[src/rtl/core/rgbhsv_pkg.sv]
package rgbhsv_pkg;

  localparam int CH_W  = 8;
  localparam int HUE_W = 15;
  localparam int SAT_W = 16;

  localparam logic [SAT_W-1:0] SAT_MAX = 16'hFFFF;

  typedef struct packed {
    logic [CH_W-1:0] red;
    logic [CH_W-1:0] green;
    logic [CH_W-1:0] blue;
  } pix_in_t;

  typedef struct packed {
    logic [HUE_W-1:0] hue;
    logic [SAT_W-1:0] saturation;
    logic [CH_W-1:0]  value;
  } pix_out_t;

  typedef enum logic [1:0] {
    SECT_RED,
    SECT_GREEN,
    SECT_BLUE
  } sector_t;

endpackage

[src/rtl/core/rgb_to_hsv_converter_unit.sv]
// RGB to HSV converter. One pixel is accepted per clock and one result leaves per
// clock while neither in_stall nor out_stall holds them back. The two bit-serial
// restoring dividers produce one quotient bit per pipeline stage for hue and
// saturation side by side, DIV_W bits each, where DIV_W is the larger of
// 17 + HUE_FRACTION_BITS and 8 + SAT_FRACTION_BITS (24 with the default parameters).
// A two-entry output buffer lets the pipeline keep running for one extra transfer
// after out_stall rises; in_stall is a registered flag of that buffer.
// Hue is in degrees with HUE_FRACTION_BITS fraction bits, saturation is delta over
// max with SAT_FRACTION_BITS fraction bits clipped to 16 bits, and value is the
// largest channel. A grey pixel gives zero hue and saturation.
module rgb_to_hsv_converter_unit #(
  parameter int HUE_FRACTION_BITS = 6,
  parameter int SAT_FRACTION_BITS = 16
) (
  input  logic                 clk,
  input  logic                 rst_n,
  input  logic                 in_valid,
  output logic                 in_stall,
  input  rgbhsv_pkg::pix_in_t  in_data,
  output logic                 out_valid,
  input  logic                 out_stall,
  output rgbhsv_pkg::pix_out_t out_data
);
  import rgbhsv_pkg::*;

  localparam int HUE_DIV_W = 17 + HUE_FRACTION_BITS;
  localparam int SAT_DIV_W = CH_W + SAT_FRACTION_BITS;
  localparam int DIV_W = (HUE_DIV_W > SAT_DIV_W) ? HUE_DIV_W : SAT_DIV_W;
  localparam int NUM_W = 11;
  localparam logic [DIV_W-1:0] HUE_SCALE = DIV_W'(60 * (1 << HUE_FRACTION_BITS));
  localparam logic [DIV_W-1:0] HUE_FULL = DIV_W'(360 * (1 << HUE_FRACTION_BITS));

  typedef struct packed {
    logic [DIV_W-1:0] hue_a;
    logic [CH_W-1:0]  hue_rem;
    logic [DIV_W-1:0] sat_a;
    logic [CH_W-1:0]  sat_rem;
    logic [CH_W-1:0]  delta;
    logic [CH_W-1:0]  mx;
    logic             neg;
  } div_stage_t;

  function automatic div_stage_t div_step(input div_stage_t s);
    div_stage_t      o;
    logic [CH_W:0]   th;
    logic [CH_W:0]   ts;
    o  = s;
    th = {s.hue_rem, s.hue_a[DIV_W-1]};
    ts = {s.sat_rem, s.sat_a[DIV_W-1]};
    if (th >= {1'b0, s.delta}) begin
      o.hue_rem = CH_W'(th - {1'b0, s.delta});
      o.hue_a   = {s.hue_a[DIV_W-2:0], 1'b1};
    end else begin
      o.hue_rem = th[CH_W-1:0];
      o.hue_a   = {s.hue_a[DIV_W-2:0], 1'b0};
    end
    if (ts >= {1'b0, s.mx}) begin
      o.sat_rem = CH_W'(ts - {1'b0, s.mx});
      o.sat_a   = {s.sat_a[DIV_W-2:0], 1'b1};
    end else begin
      o.sat_rem = ts[CH_W-1:0];
      o.sat_a   = {s.sat_a[DIV_W-2:0], 1'b0};
    end
    return o;
  endfunction

  logic en;

  logic            s1_valid_r;
  logic [CH_W-1:0] s1_red_r, s1_green_r, s1_blue_r, s1_mx_r, s1_mn_r;
  sector_t         s1_sect_r;
  logic [CH_W-1:0] s1_mx_nxt, s1_mn_nxt;
  sector_t         s1_sect_nxt;

  logic             s2_valid_r;
  logic [CH_W-1:0]  s2_mx_r, s2_delta_r;
  logic [NUM_W-1:0] s2_num_r;
  logic             s2_neg_r;
  logic [CH_W-1:0]  s2_delta_nxt;
  logic [NUM_W-1:0] s2_num_nxt;
  logic             s2_neg_nxt;

  logic       dv_valid_r [DIV_W+1];
  div_stage_t div_r [DIV_W+1];
  div_stage_t div0_nxt;

  div_stage_t fin;
  pix_out_t   res_nxt;
  logic       last_valid;

  logic     out_valid_r, skid_valid_r;
  pix_out_t out_data_r, skid_data_r;

  assign en       = !skid_valid_r;
  assign in_stall = skid_valid_r;

  always_comb begin
    s1_mx_nxt = in_data.red;
    if (in_data.green > s1_mx_nxt) s1_mx_nxt = in_data.green;
    if (in_data.blue > s1_mx_nxt) s1_mx_nxt = in_data.blue;
    s1_mn_nxt = in_data.red;
    if (in_data.green < s1_mn_nxt) s1_mn_nxt = in_data.green;
    if (in_data.blue < s1_mn_nxt) s1_mn_nxt = in_data.blue;
    if (in_data.red >= in_data.green && in_data.red >= in_data.blue) begin
      s1_sect_nxt = SECT_RED;
    end else if (in_data.green >= in_data.blue) begin
      s1_sect_nxt = SECT_GREEN;
    end else begin
      s1_sect_nxt = SECT_BLUE;
    end
  end

  always_ff @(posedge clk) begin
    if (!rst_n) begin
      s1_valid_r <= 1'b0;
    end else if (en) begin
      s1_valid_r <= in_valid;
    end
  end

  always_ff @(posedge clk) begin
    if (en) begin
      s1_red_r   <= in_data.red;
      s1_green_r <= in_data.green;
      s1_blue_r  <= in_data.blue;
      s1_mx_r    <= s1_mx_nxt;
      s1_mn_r    <= s1_mn_nxt;
      s1_sect_r  <= s1_sect_nxt;
    end
  end

  always_comb begin
    s2_delta_nxt = s1_mx_r - s1_mn_r;
    s2_neg_nxt   = 1'b0;
    case (s1_sect_r)
      SECT_RED: begin
        if (s1_green_r >= s1_blue_r) begin
          s2_num_nxt = NUM_W'(s1_green_r - s1_blue_r);
        end else begin
          s2_num_nxt = NUM_W'(s1_blue_r - s1_green_r);
          s2_neg_nxt = 1'b1;
        end
      end
      SECT_GREEN: begin
        s2_num_nxt = NUM_W'(s1_blue_r) + (NUM_W'(s2_delta_nxt) << 1) - NUM_W'(s1_red_r);
      end
      SECT_BLUE: begin
        s2_num_nxt = NUM_W'(s1_red_r) + (NUM_W'(s2_delta_nxt) << 2) - NUM_W'(s1_green_r);
      end
      default: begin
        s2_num_nxt = '0;
      end
    endcase
  end

  always_ff @(posedge clk) begin
    if (!rst_n) begin
      s2_valid_r <= 1'b0;
    end else if (en) begin
      s2_valid_r <= s1_valid_r;
    end
  end

  always_ff @(posedge clk) begin
    if (en) begin
      s2_mx_r    <= s1_mx_r;
      s2_delta_r <= s2_delta_nxt;
      s2_num_r   <= s2_num_nxt;
      s2_neg_r   <= s2_neg_nxt;
    end
  end

  always_comb begin
    div0_nxt.hue_a   = DIV_W'(s2_num_r) * HUE_SCALE;
    div0_nxt.hue_rem = '0;
    div0_nxt.sat_a   = DIV_W'(s2_delta_r) << SAT_FRACTION_BITS;
    div0_nxt.sat_rem = '0;
    div0_nxt.delta   = s2_delta_r;
    div0_nxt.mx      = s2_mx_r;
    div0_nxt.neg     = s2_neg_r;
  end

  always_ff @(posedge clk) begin
    if (!rst_n) begin
      dv_valid_r[0] <= 1'b0;
    end else if (en) begin
      dv_valid_r[0] <= s2_valid_r;
    end
  end

  always_ff @(posedge clk) begin
    if (en) begin
      div_r[0] <= div0_nxt;
    end
  end

  for (genvar i = 0; i < DIV_W; i++) begin : g_div
    always_ff @(posedge clk) begin
      if (!rst_n) begin
        dv_valid_r[i+1] <= 1'b0;
      end else if (en) begin
        dv_valid_r[i+1] <= dv_valid_r[i];
      end
    end

    always_ff @(posedge clk) begin
      if (en) begin
        div_r[i+1] <= div_step(div_r[i]);
      end
    end
  end

  assign fin        = div_r[DIV_W];
  assign last_valid = dv_valid_r[DIV_W] && en;

  always_comb begin
    res_nxt.value = fin.mx;
    if (fin.delta == '0) begin
      res_nxt.hue        = '0;
      res_nxt.saturation = '0;
    end else begin
      res_nxt.hue = fin.neg ? HUE_W'(HUE_FULL - fin.hue_a) : HUE_W'(fin.hue_a);
      if (|fin.sat_a[DIV_W-1:SAT_W]) begin
        res_nxt.saturation = SAT_MAX;
      end else begin
        res_nxt.saturation = fin.sat_a[SAT_W-1:0];
      end
    end
  end

  always_ff @(posedge clk) begin
    if (!rst_n) begin
      out_valid_r  <= 1'b0;
      skid_valid_r <= 1'b0;
    end else if (!out_valid_r || !out_stall) begin
      if (skid_valid_r) begin
        out_valid_r  <= 1'b1;
        skid_valid_r <= 1'b0;
      end else begin
        out_valid_r <= last_valid;
      end
    end else if (last_valid) begin
      skid_valid_r <= 1'b1;
    end
  end

  always_ff @(posedge clk) begin
    if (!out_valid_r || !out_stall) begin
      if (skid_valid_r) begin
        out_data_r <= skid_data_r;
      end else if (last_valid) begin
        out_data_r <= res_nxt;
      end
    end else if (last_valid) begin
      skid_data_r <= res_nxt;
    end
  end

  assign out_valid = out_valid_r;
  assign out_data  = out_data_r;

endmodule

[config.mk]
export PLATFORM = sky130hd
export DESIGN_NAME = rgb_to_hsv_converter_unit
export DESIGN_NICKNAME = d
export VERILOG_FILES = /design/src/rtl/core/rgbhsv_pkg.sv /design/src/rtl/core/rgb_to_hsv_converter_unit.sv
export SDC_FILE = /design/constraint.sdc
export NUM_CORES = 2
export LEC_CHECK = 0
export BUFFER_PORTS_ARGS = -buffer_cell sky130_fd_sc_hd__buf_2
export CAP_MARGIN = 20
export CORE_MARGIN = 1
export CORE_UTILIZATION = 57
export CTS_CLUSTER_SIZE = 28
export DETAILED_ROUTE_END_ITERATION = 12
export PLACE_DENSITY = 0.76
export SKIP_LAST_GASP = 1
export SYNTH_ARGS = -nofsm -noshare
export SYNTH_HDL_FRONTEND = slang
export SYNTH_SLANG_ARGS = --single-unit
[constraint.sdc]
create_clock -name clk -period 43.6 [get_ports clk]
set_input_delay 2.18 -clock clk [delete_from_list [all_inputs] [get_ports clk]]
set_output_delay 2.18 -clock clk [all_outputs]
set_load 0.005 [all_outputs]
==> out/metrics.yaml <==
antenna_violating_nets_post_route: 0
cts_root_buffer: "clkbuf_16"
detailedPlacementHpwl_microns: 74200
clock.fmax_mhz: 183
power.share.sequential: 0.418
hold_viol: 0
num_io_pins: 69
endpoint_kind: "flop"
syn-num-nets: 5656
die_height_microns: 353
antenna_found_initial: 0
ys_ff_latch: 1525
worst_setup_path_endpoint: "s1_mn_r[1]"
area_growth_pct: 11.0
arrival_ns: 5.93
worst-path-buf-inv: 2
grt_start_max_net_pins: 211
placement_rows: 128
die_area_sq_um: 125000
route.detailed.drc: 0
finalSetupViolations: 0
worst_ir_drop_vdd_v: 0.0000538
met3WireLength_microns: 3630
crit_type: "input pin to flop"
wl_met1_microns: 47100
post_synth_most_frequent_cells: "edfxtp_1 (1520), inv_1 (619), ha_1 (471)"
worst_path_largest_cell_delay_ns: 0.49
clock-skew-final_ns: 0.0210
setup.worst_path.start_class: "input pin"
powerDensity_nw_per_um2: 83.1
post_cts_hold_buffer_count: 0
drive_above_1_share: 0.0957
vias: 37800
global_route.overflow_total: 0
starting_density_of_the_core: 0.577
hold-worst-slack_ns: 0.401
htree_num_levels: 4
sequential_element_share_of_the_synthesized_area: 0.650
worstPathRequired_ns: 44.06
met2_wirelength_microns: 57100
leakagePower_nw: 32.5
worst_setup_path_startpoint: "in_data[11]"
cts_made_buffers: 155
post-route-period-util: 0.125
cts.path.max_buffers: 3
grt_pass1_wl_microns: 184000
layout_fillers: 8616
worstSkewPairLatency_ns: 0.76
utilization: 0.640
detail_route.vias_per_cell: 5.37
groute.usage.overall: 0.179
synthMostInstantiatedCell: "edfxtp_1"
cellInternalPower_w: 0.00433
critPathTopFamily: "compound AO/OA/AOI/OAI gates"
swShare: 0.332
cts_tree: "yes"
port_buf_inserts: 68
avgSynthCellArea_sq_um: 13.9
report.final.slew_viol_count: 0
final_stage_net_count: 5866
max_cap_violations: 0
fp.dieW_microns: 353
syn-cell-area_sq_um: 70400
synth_largest_type_area_fraction: 0.649
ys_dominant_reg_cell: "edfxtp_1"
power.clock.fraction: 0.207
fp.coreArea_sq_um: 122000
period_needed_ns: 5.47
worst_slew_pin_slew_ns: 1.18
synth_top_area_cells: "edfxtp_1 (65%), ha_1 (8.4%), inv_1 (3.3%)"
cts-resized-gates: 0
max_slew_margin: 0.216
synth_edf_count: 1520
avgRoutedWirePerCell_microns: 15.7
crit_cells: 16
post_cts.repair.setup_buffers: 0
synthDistinctLibCells: 72
status: "completed"
slowest_cell_on_crit_path: "a211o_1"
cts.reportedPaths.clkPinSlew_ns: 0.06
top_layer_used: "met4"
finalSetupTns_ns: 0
totalWireLength_microns: 111000
net-switching-power_w: 0.00215
reg_to_reg_critical_path_startpoint: "in_stall"
async_flop_share: 0
cp_cell_sequence: "buf_2 -> inv_1 -> ha_1 -> nand3_2 -> o21bai_1 -> a31oi_1 -> a211o_1 -> o31a_2 -> mux2i_1 -> ha_1 -> a21o_1 -> a21o_1 -> a21oi_1 -> nand2_1 -> o21a_1 -> mux2i_1"
numClockSinks: 1525
synthCells: 5076
grt_pass1_vias: 38600
holdCritPathClass: "flop to flop"
yosys_warnings: 0
detailedRoute.firstIterationViolations: 2512
worst-r2r-cell-count: 4
reg2reg_setup_slack_ns: 39.47
antenna-diode-count: 0
crit-reg2reg-capture: "s1_green_r[3]"
finalWeightedCongestion: 0.855
timing.critical_path.fanout_max: 18
grt_setup_unrepaired: "no"
detailedRoute.firstPassIterationCount: 5
synth_top_cell_by_area: "edfxtp_1"
p_comb_frac: 0.375
[sequential cells by signal, indices dropped and copies added (netlist names)]
name and count:
div_r 1348, dv_valid_r 25, in_stall 1, out_data 39
out_valid 1, s1_blue_r 8, s1_green_r 8, s1_mn_r 8
s1_mx_r 8, s1_red_r 8, s1_sect_r 2, s1_valid_r 1
s2_delta_r 8, s2_mx_r 8, s2_neg_r 1, s2_num_r 11
s2_valid_r 1, skid_data_r 39
[logic make-up after synthesis]
family	synth area share
flip-flops	0.650
AND/OR/NAND/NOR	0.0695
AO/OA/AOI/OAI	0.0873
buffers and inverters	0.0374
adder cells (fa/ha/maj)	0.107
XOR/XNOR	0.0248
multiplexers	0.0241
[worst min-delay path by stage]
stage,from,end,slack (ns),cells after the start
2_1_floorplan,s2_neg_r,div_r[0][0],0.40,0
3_3_place_gp,div_r[0][949],div_r[0][1031],0.40,0
3_5_place_dp,div_r[0][919],div_r[0][1001],0.40,0
4_1_cts,div_r[0][729],div_r[0][810],0.39,0
5_1_grt,div_r[0][729],div_r[0][810],0.41,0
6_report,div_r[0][729],div_r[0][810],0.40,0
[through the flow]
stage	cell area [sq um]	worst slack (ns)	power [W]	std cells
floorplan	70400	4.71	0.00454	5076
detailed placement	72700	37.35	0.00511	6726
CTS	77900	38.14	0.00651	7011
global placement	72600	37.35	0.00499	6725
finish	78100	38.13	0.00649	7039
global route	78100	37.93	0.00696	7039
[layer usage]
layer  vias up  global-route usage
met5         -                   0
met4         0              0.0624
met3       218              0.0272
met2       602               0.322
met1     18200               0.217
li1      18800                   -
[power by group through the flow]
stage,registers [W],clock network [W],logic (W)
2_1_floorplan,0.00262,0,0.00192
3_3_place_gp,0.00272,0,0.00227
3_5_place_dp,0.00274,0,0.00237
4_1_cts,0.00273,0.00138,0.00241
5_1_grt,0.00278,0.00143,0.00275
6_report,0.00271,0.00134,0.00243
[placed cells by master (no fill, tap or decap), types with 23 or more instances in the layout]
cell	count
a21oi_1	115
xnor2_1	99
nand4_1	60
buf_2	74
xor2_1	100
mux2i_1	82
clkbuf_16	159
nand3_1	32
edfxtp_1	1520
mux2_2	75
a21o_1	111
a21boi_1	24
buf_4	23
o21a_1	51
nand2_1	329
nor2b_1	109
o41ai_2	26
or2_2	39
and2_1	26
o21ai_0	372
ha_1	471
fa_1	81
inv_1	619
nor2_1	292
nand2b_1	67
a21boi_0	52
clkinv_1	34
o31ai_1	87
[cell type report]
type	instances	area, sq um	share of cell area
repair buffers	114	731	0.00936
clock buffers	177	4050	0.0518
inverters	620	2330	0.0299
well taps	1625	2030	0.0260
clock inverters	108	1190	0.0152
multi-input cells	2870	22000	0.282
flip-flops and latches	1525	45700	0.586
No activity file was read; power rests on OpenSTA's default activity.
